**config.mk**
```make
export PLATFORM = sky130hd
export DESIGN_NAME = kdc_isqrt
export DESIGN_NICKNAME = d
export VERILOG_FILES = /design/src/rtl/core/karplus_dihedral_coupling_macros.svh /design/src/rtl/core/kdc_pkg.sv /design/src/rtl/core/kdc_isqrt.sv
export SDC_FILE = /design/constraint.sdc
export NUM_CORES = 2
export LEC_CHECK = 0
export ABC_AREA = 0
export BUFFER_PORTS_ARGS = -buffer_cell sky130_fd_sc_hd__buf_2
export CELL_PAD_IN_SITES_DETAIL_PLACEMENT = 1
export CELL_PAD_IN_SITES_GLOBAL_PLACEMENT = 2
export CORE_MARGIN = 10
export CORE_UTILIZATION = 35
export DETAILED_ROUTE_END_ITERATION = 16
export GPL_ROUTABILITY_DRIVEN = 1
export PLACE_DENSITY = 0.78
export SYNTH_ARGS = -nofsm -noshare
export SYNTH_HDL_FRONTEND = slang
export SYNTH_SLANG_ARGS = --single-unit
```
**constraint.sdc**
```tcl
create_clock -name clk -period 10.4 [get_ports clk]
set_input_delay 1.56 -clock clk [delete_from_list [all_inputs] [get_ports clk]]
set_output_delay 1.56 -clock clk [all_outputs]
set_load 0.01 [all_outputs]
```
**src/rtl/core/karplus_dihedral_coupling_macros.svh**
```systemverilog
// ----------------------------------------------------------------------------
// Karplus dihedral coupling assertion macros
// Shared property forms for the coupling pipeline checks.
// ----------------------------------------------------------------------------
`ifndef KARPLUS_DIHEDRAL_COUPLING_MACROS_SVH
`define KARPLUS_DIHEDRAL_COUPLING_MACROS_SVH

// same-cycle implication, sampled on clk, off during rst
`define KDC_ASSERT_IMP(lbl, ante, cons, msg) \
  lbl: assert property (@(posedge clk) disable iff (rst) (ante) |-> (cons)) \
    else $error(msg);

// next-cycle implication, sampled on clk, off during rst
`define KDC_ASSERT_NXT(lbl, ante, cons, msg) \
  lbl: assert property (@(posedge clk) disable iff (rst) (ante) |=> (cons)) \
    else $error(msg);

`endif

```
**src/rtl/core/kdc_pkg.sv**
```systemverilog
// ----------------------------------------------------------------------------
// Karplus dihedral coupling package
// Types, widths, constants and coefficient tables of the coupling pipeline.
// ----------------------------------------------------------------------------
package kdc_pkg;

  localparam int COORD_BITS = 21;
  localparam int PT_W       = 63;
  localparam int DW         = COORD_BITS + 1;
  localparam int NW         = 2 * DW + 1;
  localparam int LW         = $clog2(NW);
  localparam int NORM_MSB   = 14;
  localparam int NPW        = NORM_MSB + 2;
  localparam int PW         = 2 * NPW;
  localparam int SW         = PW + 2;
  localparam int DMAG_W     = SW - 1;
  localparam int SQ_W       = 64;
  localparam int RT_W       = SQ_W / 2;
  localparam int SQ_STEPS   = 2;
  localparam int SQ_STAGES  = RT_W / SQ_STEPS;
  localparam int DIV_STEPS  = 2;
  localparam int DIV_STAGES = RT_W / DIV_STEPS;
  localparam int LATENCY    = 18 + SQ_STAGES + DIV_STAGES;

  localparam int Q30        = 30;
  localparam int CM_W       = Q30 + 1;
  localparam int CF_W       = 11;
  localparam int PR_W       = CF_W + 32;
  localparam int TW         = PR_W + 1;
  localparam int U_W        = 22;
  localparam int OUT_SHIFT  = 20;
  localparam int OUT_SCALE  = 100;
  localparam int OUT_HALF   = (OUT_SCALE / 2) << OUT_SHIFT;
  localparam int RECIP      = 41944;
  localparam int RECIP_SH   = 22;
  localparam int JM_W       = 16;
  localparam int J_MAX      = 16383;
  localparam int J_MIN_MAG  = 16384;

  localparam logic [1:0] REQ_HN_HA  = 2'd0;
  localparam logic [1:0] REQ_N_CG   = 2'd1;
  localparam logic [1:0] REQ_CP_CG  = 2'd2;
  localparam logic [1:0] REQ_NONE   = 2'd3;

  typedef struct packed {
    logic [1:0]      req_type;
    logic            atoms_present;
    logic [PT_W-1:0] point_one;
    logic [PT_W-1:0] point_two;
    logic [PT_W-1:0] point_three;
    logic [PT_W-1:0] point_four;
  } kdc_req_t;

  typedef struct packed {
    logic signed [14:0] coupling;
    logic               coupling_valid;
  } kdc_rsp_t;

  typedef struct packed {
    logic              ok;
    logic [1:0]        sel;
    logic              neg;
    logic [DMAG_W-1:0] mag;
  } kdc_tag_t;

  function automatic logic signed [CF_W-1:0] coef_a(input logic [1:0] sel);
    unique case (sel)
      REQ_HN_HA: coef_a = 11'sd651;
      REQ_N_CG:  coef_a = 11'sd129;
      REQ_CP_CG: coef_a = 11'sd174;
      default:   coef_a = '0;
    endcase
  endfunction

  function automatic logic signed [CF_W-1:0] coef_b(input logic [1:0] sel);
    unique case (sel)
      REQ_HN_HA: coef_b = -11'sd176;
      REQ_N_CG:  coef_b = -11'sd49;
      REQ_CP_CG: coef_b = -11'sd57;
      default:   coef_b = '0;
    endcase
  endfunction

  function automatic logic signed [CF_W-1:0] coef_c(input logic [1:0] sel);
    unique case (sel)
      REQ_HN_HA: coef_c = 11'sd160;
      REQ_N_CG:  coef_c = 11'sd37;
      REQ_CP_CG: coef_c = 11'sd25;
      default:   coef_c = '0;
    endcase
  endfunction

  function automatic logic [LW-1:0] lead_pos(input logic [NW-1:0] v);
    lead_pos = '0;
    for (int i = 0; i < NW; i++) begin
      if (v[i]) lead_pos = LW'(i);
    end
  endfunction

endpackage

```
**src/rtl/core/kdc_isqrt.sv**
```systemverilog
// ----------------------------------------------------------------------------
// Pipelined integer square root
// Floor square root of a 64-bit word, two root bits per register stage.
// ----------------------------------------------------------------------------
module kdc_isqrt (
  input  logic                   clk,
  input  logic                   rst,
  input  logic                   in_valid,
  input  logic [kdc_pkg::SQ_W-1:0] x,
  input  kdc_pkg::kdc_tag_t      in_tag,
  output logic                   out_valid,
  output logic [kdc_pkg::RT_W-1:0] root,
  output kdc_pkg::kdc_tag_t      out_tag
);
  import kdc_pkg::*;

  logic [SQ_W-1:0] xs [SQ_STAGES+1];
  logic [RT_W+1:0] rm [SQ_STAGES+1];
  logic [RT_W-1:0] rt [SQ_STAGES+1];
  kdc_tag_t        tg [SQ_STAGES+1];
  logic            vl [SQ_STAGES+1];

  assign xs[0] = x;
  assign rm[0] = '0;
  assign rt[0] = '0;
  assign tg[0] = in_tag;
  assign vl[0] = in_valid;

  for (genvar s = 0; s < SQ_STAGES; s++) begin : g_stage
    logic [SQ_W-1:0] xn;
    logic [RT_W+1:0] rn;
    logic [RT_W-1:0] qn;

    always_comb begin
      logic [RT_W+3:0] t;
      logic [RT_W+3:0] trial;
      xn = xs[s];
      rn = rm[s];
      qn = rt[s];
      for (int i = 0; i < SQ_STEPS; i++) begin
        t     = {rn, xn[SQ_W-1 -: 2]};
        trial = {2'b00, qn, 2'b01};
        xn    = {xn[SQ_W-3:0], 2'b00};
        if (t >= trial) begin
          rn = (RT_W+2)'(t - trial);
          qn = {qn[RT_W-2:0], 1'b1};
        end else begin
          rn = t[RT_W+1:0];
          qn = {qn[RT_W-2:0], 1'b0};
        end
      end
    end

    always_ff @(posedge clk) begin
      xs[s+1] <= xn;
      rm[s+1] <= rn;
      rt[s+1] <= qn;
      tg[s+1] <= tg[s];
      if (rst) begin
        vl[s+1] <= 1'b0;
      end else begin
        vl[s+1] <= vl[s];
      end
    end
  end

  assign out_valid = vl[SQ_STAGES];
  assign root      = rt[SQ_STAGES];
  assign out_tag   = tg[SQ_STAGES];

endmodule

```
== After elaboration in Yosys (flattened, before gate mapping) ==
Index checks and enable logic that the tools add are counted.
Word-level totals
  flip-flop bits (word level): 1870
  bits of input ports: 104
  output and inout bits: 70
  logic and storage cells: 252
Operators by class
  add/sub/neg operators: 31
  $lt $le $gt $ge: 32
  muxes and demuxes: 63
Operators with widths (count)
  34-bit two-way mux: 31
  36-bit by 10-bit >= comparator with 1-bit output: 1
  36-bit by 11-bit >= comparator with 1-bit output: 1
  36-bit by 12-bit >= comparator with 1-bit output: 1
  36-bit by 13-bit >= comparator with 1-bit output: 1
  36-bit by 14-bit >= comparator with 1-bit output: 1
  36-bit by 15-bit >= comparator with 1-bit output: 1
  36-bit by 16-bit >= comparator with 1-bit output: 1
  36-bit by 17-bit >= comparator with 1-bit output: 1
  36-bit by 18-bit >= comparator with 1-bit output: 1
  36-bit by 19-bit >= comparator with 1-bit output: 1
  36-bit by 20-bit >= comparator with 1-bit output: 1
  36-bit by 21-bit >= comparator with 1-bit output: 1
  36-bit by 22-bit >= comparator with 1-bit output: 1
  36-bit by 23-bit >= comparator with 1-bit output: 1
  36-bit by 24-bit >= comparator with 1-bit output: 1
  36-bit by 25-bit >= comparator with 1-bit output: 1
  36-bit by 26-bit >= comparator with 1-bit output: 1
  36-bit by 27-bit >= comparator with 1-bit output: 1
  36-bit by 28-bit >= comparator with 1-bit output: 1
  36-bit by 29-bit >= comparator with 1-bit output: 1
  36-bit by 3-bit >= comparator with 1-bit output: 1
  36-bit by 30-bit >= comparator with 1-bit output: 1
  36-bit by 31-bit >= comparator with 1-bit output: 1
  other kinds (41): 72

== Longest topological paths before layout ==
  depth after elaboration: 4
  depth in mapped cells: 30
  mapped depth without buffers: 26

== Worst setup path after synthesis ==
No wires, ideal clock.
  path type: register -> register
  start point: register rt[109] in the netlist's numbering
  end point: register rm[71] in the netlist's numbering
  setup time: 0.121 ns
  arrival time: 6.113 ns
  slack: 4.166 ns
  stages on the path, launching flop included: 29
  path buffers: 6
  clock period less this slack: 6.234 ns
  cell sequence: dfxtp_1 -> inv_1 -> ha_1 -> clkbuf_1 -> a21oi_1 -> o221ai_1 -> a2111oi_0 -> o221a_2 -> nand3_1 -> clkbuf_1 -> inv_1 -> clkbuf_1 -> clkbuf_1 -> nand2_1 -> o31ai_1 -> ha_1 -> clkbuf_1 -> a21o_1 -> a21o_1 -> a21oi_1 -> o21ai_0 -> a31oi_1 -> o21ai_0 -> o21ai_0 -> a21oi_1 -> nand2b_1 -> a311oi_1 -> clkbuf_1 -> mux2_2
On the way
  longest elaborated chain between the ends: 4
RTL lines
  start: declaration: RTL line kdc_isqrt.sv:19  | logic [RT_W-1:0] rt [SQ_STAGES+1];
  start signal: indexed assignment: RTL line kdc_isqrt.sv:57  | rt[s+1] <= qn;
  36-bit by 28-bit >= comparator with 1-bit output / 34-bit by 28-bit subtractor with 34-bit output (equally long branches): RTL line kdc_isqrt.sv:44, kdc_isqrt.sv:45
  34-bit two-way mux / 1-bit two-way mux (equally long branches): RTL line kdc_isqrt.sv:44  | if (t >= trial) begin
  34-bit by 29-bit subtractor with 34-bit output / 36-bit by 29-bit >= comparator with 1-bit output (equally long branches): RTL line kdc_isqrt.sv:45, kdc_isqrt.sv:44
  34-bit two-way mux (*): RTL line kdc_isqrt.sv:44
  named net g_stage[13].rn[3]: RTL line kdc_isqrt.sv:31  | logic [RT_W+1:0] rn;
  end signal: indexed assignment: RTL line kdc_isqrt.sv:56  | rm[s+1] <= rn;
  end: declaration: RTL line kdc_isqrt.sv:18  | logic [RT_W+1:0] rm [SQ_STAGES+1];
Mark *: on every way through the listed nets, which the timed path passes. The rest lies on a longest branch.
A chain may end at the register's enable or synchronous reset.

== Worst setup path in the final report ==
  start point: register rt[70] in the netlist's numbering
  end point: register rm[44] in the netlist's numbering
On the way
  longest elaborated chain between the ends: 4
RTL lines (RTL line)
  34-bit by 30-bit subtractor with 34-bit output / 36-bit by 30-bit >= comparator with 1-bit output (equally long branches): kdc_isqrt.sv:45, kdc_isqrt.sv:44
  34-bit two-way mux / 1-bit two-way mux (equally long branches): kdc_isqrt.sv:44
  34-bit by 31-bit subtractor with 34-bit output / 36-bit by 31-bit >= comparator with 1-bit output (equally long branches): kdc_isqrt.sv:45, kdc_isqrt.sv:44
  34-bit two-way mux (*): kdc_isqrt.sv:44
  named net g_stage[14].rn[10]: kdc_isqrt.sv:31
Marks and branches as above.

==> metrics list <==
- The flow ran to the end, and the final reports show no timing, DRC or antenna violations.
- Sequential share of power: 0.400
- After clock tree synthesis, the repair step resized 0 gates.
* Total Neg Setup Slack: 0 ns
* IO Port Bufs: 173
- The startpoint identified for the worst register-to-register timing path is rt[70]$_DFF_P_.
- Largest fanout on the critical path: 42
* Final WS setup: 2.45 ns
* Type of element launching the critical path: flip-flop
- Max Slew Vio Count: 0
- Crit-path cells: inv_1 > ha_1 > nand3_1 > nor4_1 > a211oi_1 > o21ai_0 > or3_1 > buf_4 > inv_1 > buf_4 > o21ai_0 > ha_1 > a21o_1 > a21o_1 > a21o_1 > a21o_1 > a21oi_1 > o21ai_0 > a311o_1 > o21a_1 > nor3_2 > buf_4 > clkinv_1 > mux2_2
- The worst pin sits at a relative slew slack of 0.142.
- Clock power share: 0.339
- 174 I/O pins were placed.
- Clock latency on the worst-skew pair, taken at its later pin, is 0.90 ns.
* Mean post-synth cell area: 9.31 um2
- Internal power summed over all cells: 14.7 mW
* CP max stage cell: sky130_fd_sc_hd__nor4_1
* Number of failing hold endpoints at the final stage: 0
- Final instance count without filler cells: 12.2k
* Remaining routing DRC violations: 0
* Detailed-route wire length: 242000 um
- Tcrit/Tclk final: 0.765
* Setup violations, final: 0
- The worst hold path begins at rt[68]$_DFF_P_.
* Peak supply drop: 0.000192 V
- Highest Clock Rate: 126 MHz
* Post-layout util: 0.399
- LEAKAGE: 41.2 nW
- Final hold analysis gives a worst-case slack of 0.293 ns.
- In this run the post-CTS setup repair buffer count came out at 0.
* Clock tree from TritonCTS: yes
- Overall global routing resource usage: 0.185
- Cell area after synthesis: 0.0818 mm2
* Horizontal extent of the die: 503 um
- STA puts the critical path data required time at 11.08 ns.
* Number of nets in the layout: 9607
- Post-placement cell count: 11.8k
- For this run, the leading register cell type out of synthesis is sky130_fd_sc_hd__dfxtp_1.
* Tightest Pin Transition: 1.28 ns
- In this run the number of cells on the critical path is 24.
* Number of clock buffers inserted by TritonCTS: 197
- Synthesis-to-finish area growth: 13.5%
- Antenna-violating nets left: 0
* Critical path launch point: rt[70]$_DFF_P_
- Cell with the most instances after synthesis: sky130_fd_sc_hd__dfxtp_1
* Net Sw Frac: 0.337
- Via count of the first global-routing pass: 66.0k
- CTS built an H-tree with a depth of 4.
* Core area: 0.233 mm2
* Top cells by count, synth: 1847 x sky130_fd_sc_hd__dfxtp_1, 660 x sky130_fd_sc_hd__nand2_1, 639 x sky130_fd_sc_hd__nor2_1, 627 x sky130_fd_sc_hd__a21oi_1, 558 x sky130_fd_sc_hd__ha_1
- Across all register-to-register paths, the minimum setup slack is 2.45 ns.
- The first global-routing pass estimated 379000 um of wire.
- Total power divided by cell area: 239 mW/mm2
- Minimum setup slack after placement: 2.67 ns
- Data on the critical path arrives at its endpoint at 8.63 ns.
* Clock transition at the registers of the reported paths: 0.06 ns
- Net switching power: 7.49 mW
- At the end of routability-driven placement, the weighted congestion stood at 0.908.
* Worst min path class: flip-flop to flip-flop
- The worst setup path is captured at a flip-flop.
- GRT Residual Overflow: 0
- Reg-to-reg endpoint: rm[44]$_DFF_P_
- Die area: 0.253 mm2
- Number of hold buffers added after cts: 0
* Unrepaired setup endpoints after global routing: no
- For this run, the register share of the synthesized area comes to 0.452.
- Measured in cells, the most critical reg-to-reg path has a length of 24.
* FF+latch count, synth: 1847
* Buffers from clock root to sink, at most: 3
- The clock drives 1847 sinks.
- Die outline height: 503 um
- Across all layers, the routed design uses 63.7k vias.
- In this run the clock root is driven by a sky130_fd_sc_hd__clkbuf_16.
* Layout cells sized above 1: 0.0826
- Crit path kind: flip-flop to flip-flop
- Summed over all nets, the half-perimeter wirelength after detailed placement is 191000 um.
- The cell family contributing the most delay on the critical path is compound AO/OA/AOI/OAI gates.
* WHS Endpoint: rt[38]$_DFF_P_
* Buffers plus inverters on the worst setup path: 6
* Fraction of synthesized cell area taken by the top area cell type: 0.452
- The first detailed-routing pass ran for 7 iterations.
- Final Critical Period: 7.95 ns
* Per-cell via count in the routed design: 5.24
* Comb power frac: 0.261
* Hold Path Stages: 0
- For this configuration, the core starts out at a cell density of 0.352.
- Number of antenna violations at the first check in global routing: 22
- Crit path top cell by count: sky130_fd_sc_hd__a21o_1
- Max-cap violations in this run came to 0.
- Number of enable flip-flop cells after synthesis: 0
* Drt wl/cell: 19.9 um
- Cell type with the highest aggregate area in the netlist: sky130_fd_sc_hd__dfxtp_1
- The floorplan has 177 rows.
- Number of different library cells in the post-synthesis netlist: 103
- Highest cell delay on the worst timing path: 0.88 ns
* Warnings, synthesis: 0
- Synthesis produced 8789 cells.
- Ranked by total cell area, the synthesized netlist is headed by sky130_fd_sc_hd__dfxtp_1 45%, sky130_fd_sc_hd__ha_1 8.5%, sky130_fd_sc_hd__xnor2_1 5.1%.
- Largest net degree at the start of global routing: 58
- Fin Clk Skew: 0.0987 ns
- Share of flip-flops with an asynchronous set or reset after synthesis: 0
* Iteration-0 DRC Markers: 3146
[layout by cell type (no fill, tap or decap), types with 26 or more instances in the layout]
cell                        synthesis  routed
sky130_fd_sc_hd__dfxtp_1         1847    1847
sky130_fd_sc_hd__nand2_1          660     660
sky130_fd_sc_hd__nor2_1           639     638
sky130_fd_sc_hd__a21oi_1          627     627
sky130_fd_sc_hd__ha_1             558     558
sky130_fd_sc_hd__xnor2_1          480     480
sky130_fd_sc_hd__inv_1            464     464
sky130_fd_sc_hd__o21ai_0          442     442
sky130_fd_sc_hd__xor2_1           280     280
sky130_fd_sc_hd__a21o_1           248     248
sky130_fd_sc_hd__nor3_1           227     226
sky130_fd_sc_hd__nand3_1          216     215
sky130_fd_sc_hd__clkbuf_16          0     197
sky130_fd_sc_hd__buf_2             12     173
sky130_fd_sc_hd__nor4_1           122     122
sky130_fd_sc_hd__nand4_1          114     114
sky130_fd_sc_hd__nand2b_1         108     108
sky130_fd_sc_hd__nor2b_1          104     104
sky130_fd_sc_hd__or3_1             96      96
sky130_fd_sc_hd__o31ai_1           88      87
sky130_fd_sc_hd__mux2_2            80      80
sky130_fd_sc_hd__o21a_1            79      79
sky130_fd_sc_hd__a211oi_1          72      72
sky130_fd_sc_hd__and3_1            71      71
sky130_fd_sc_hd__and2_1            61      61
sky130_fd_sc_hd__o211ai_1          57      57
sky130_fd_sc_hd__o21bai_1          56      56
sky130_fd_sc_hd__a31oi_1           55      55
sky130_fd_sc_hd__or4_1             55      55
sky130_fd_sc_hd__or2_2             48      48
sky130_fd_sc_hd__and4_1            39      39
sky130_fd_sc_hd__buf_4             38      35
sky130_fd_sc_hd__o31a_1            33      33
sky130_fd_sc_hd__clkbuf_8           0      30
sky130_fd_sc_hd__clkinv_2           0      30
sky130_fd_sc_hd__nand4b_1          27      27
sky130_fd_sc_hd__nor3b_1           26      26
sky130_fd_sc_hd__bufinv_16          0      26
sky130_fd_sc_hd__clkbuf_1         185      26
[cell type report]
class,instances,area (um2)
diodes,9,22.5
fillers,26500,140000
clock buffers,253,5440
repair buffers,208,1130
well taps,3043,3810
flip-flops and latches,1847,37000
multi-input cells,6218,42000
clock inverters,114,1730
inverters,473,1780
[state kept, by name, indices dropped and copies added (netlist names)]
name and cells:
g_stage.$5.t 30, root 32, out_valid 1, rm 487, tg 555, out_tag 37, rt 240, xs 30
vl 15, g_stage.xn 420
[power groups by stage]
| stage | registers, mW | clock network, mW | logic (mW) |
|---|---|---|---|
| 6_report | 8.88 | 7.52 | 5.80 |
| 3_5_place_dp | 9.03 | 0 | 5.75 |
| 4_1_cts | 8.89 | 7.77 | 5.79 |
| 2_1_floorplan | 8.58 | 0 | 4.38 |
| 3_3_place_gp | 9.00 | 0 | 5.65 |
| 5_1_grt | 8.99 | 8.10 | 6.45 |
[cell families after synthesis]
logic type / Yosys count / share of synthesized area
simple gates: 2708 / 0.168
fa+ha+maj: 559 / 0.0855
buf+inv: 726 / 0.0353
xor+xnor: 761 / 0.0816
flops: 1847 / 0.452
mux: 104 / 0.0140
compound gates: 2083 / 0.164
other cells: 1 / 0.0000458
[metal layers]
metal / routed length [um] / track usage / vias to the layer above
met4: 6740 / 0.0514 / 2
met1: 114000 / 0.247 / 30900
met3: 8120 / 0.0248 / 349
li1: - / - / 31500
met5: 12 / 0 / -
met2: 114000 / 0.312 / 1010
[per-stage QoR]
step / power [mW] / area (um2)
after global placement: 14.7 / 85700
final: 22.2 / 92900
after CTS: 22.4 / 92800
after global routing: 23.5 / 92800
after detailed placement: 14.8 / 85700
after floorplan: 13.0 / 81800
[worst max-delay path by stage]
| stage | endpoint | slack [ns] |
|---|---|---|
| finish | rm[44]$_DFF_P_ | 2.45 |
| detailed placement | rm[64]$_DFF_P_ | 2.67 |
| floorplan | rm[71]$_DFF_P_ | 4.17 |
| global route | rm[44]$_DFF_P_ | 2.00 |
| global placement | rm[52]$_DFF_P_ | 2.78 |
| CTS | rm[44]$_DFF_P_ | 2.58 |
[worst reg2reg max path, delay by kind of cell (launching register included)]
family / cells / cell delay [ns]
AND/OR/NAND/NOR: 4 / 1.41
AO/OA/AOI/OAI: 11 / 3.04
multiplexers: 1 / 0.42
buffers and inverters: 6 / 1.75
flip-flops: 1 / 0.41
adder cells (fa/ha/maj): 2 / 0.76
No activity file was read; power rests on OpenSTA's default activity.
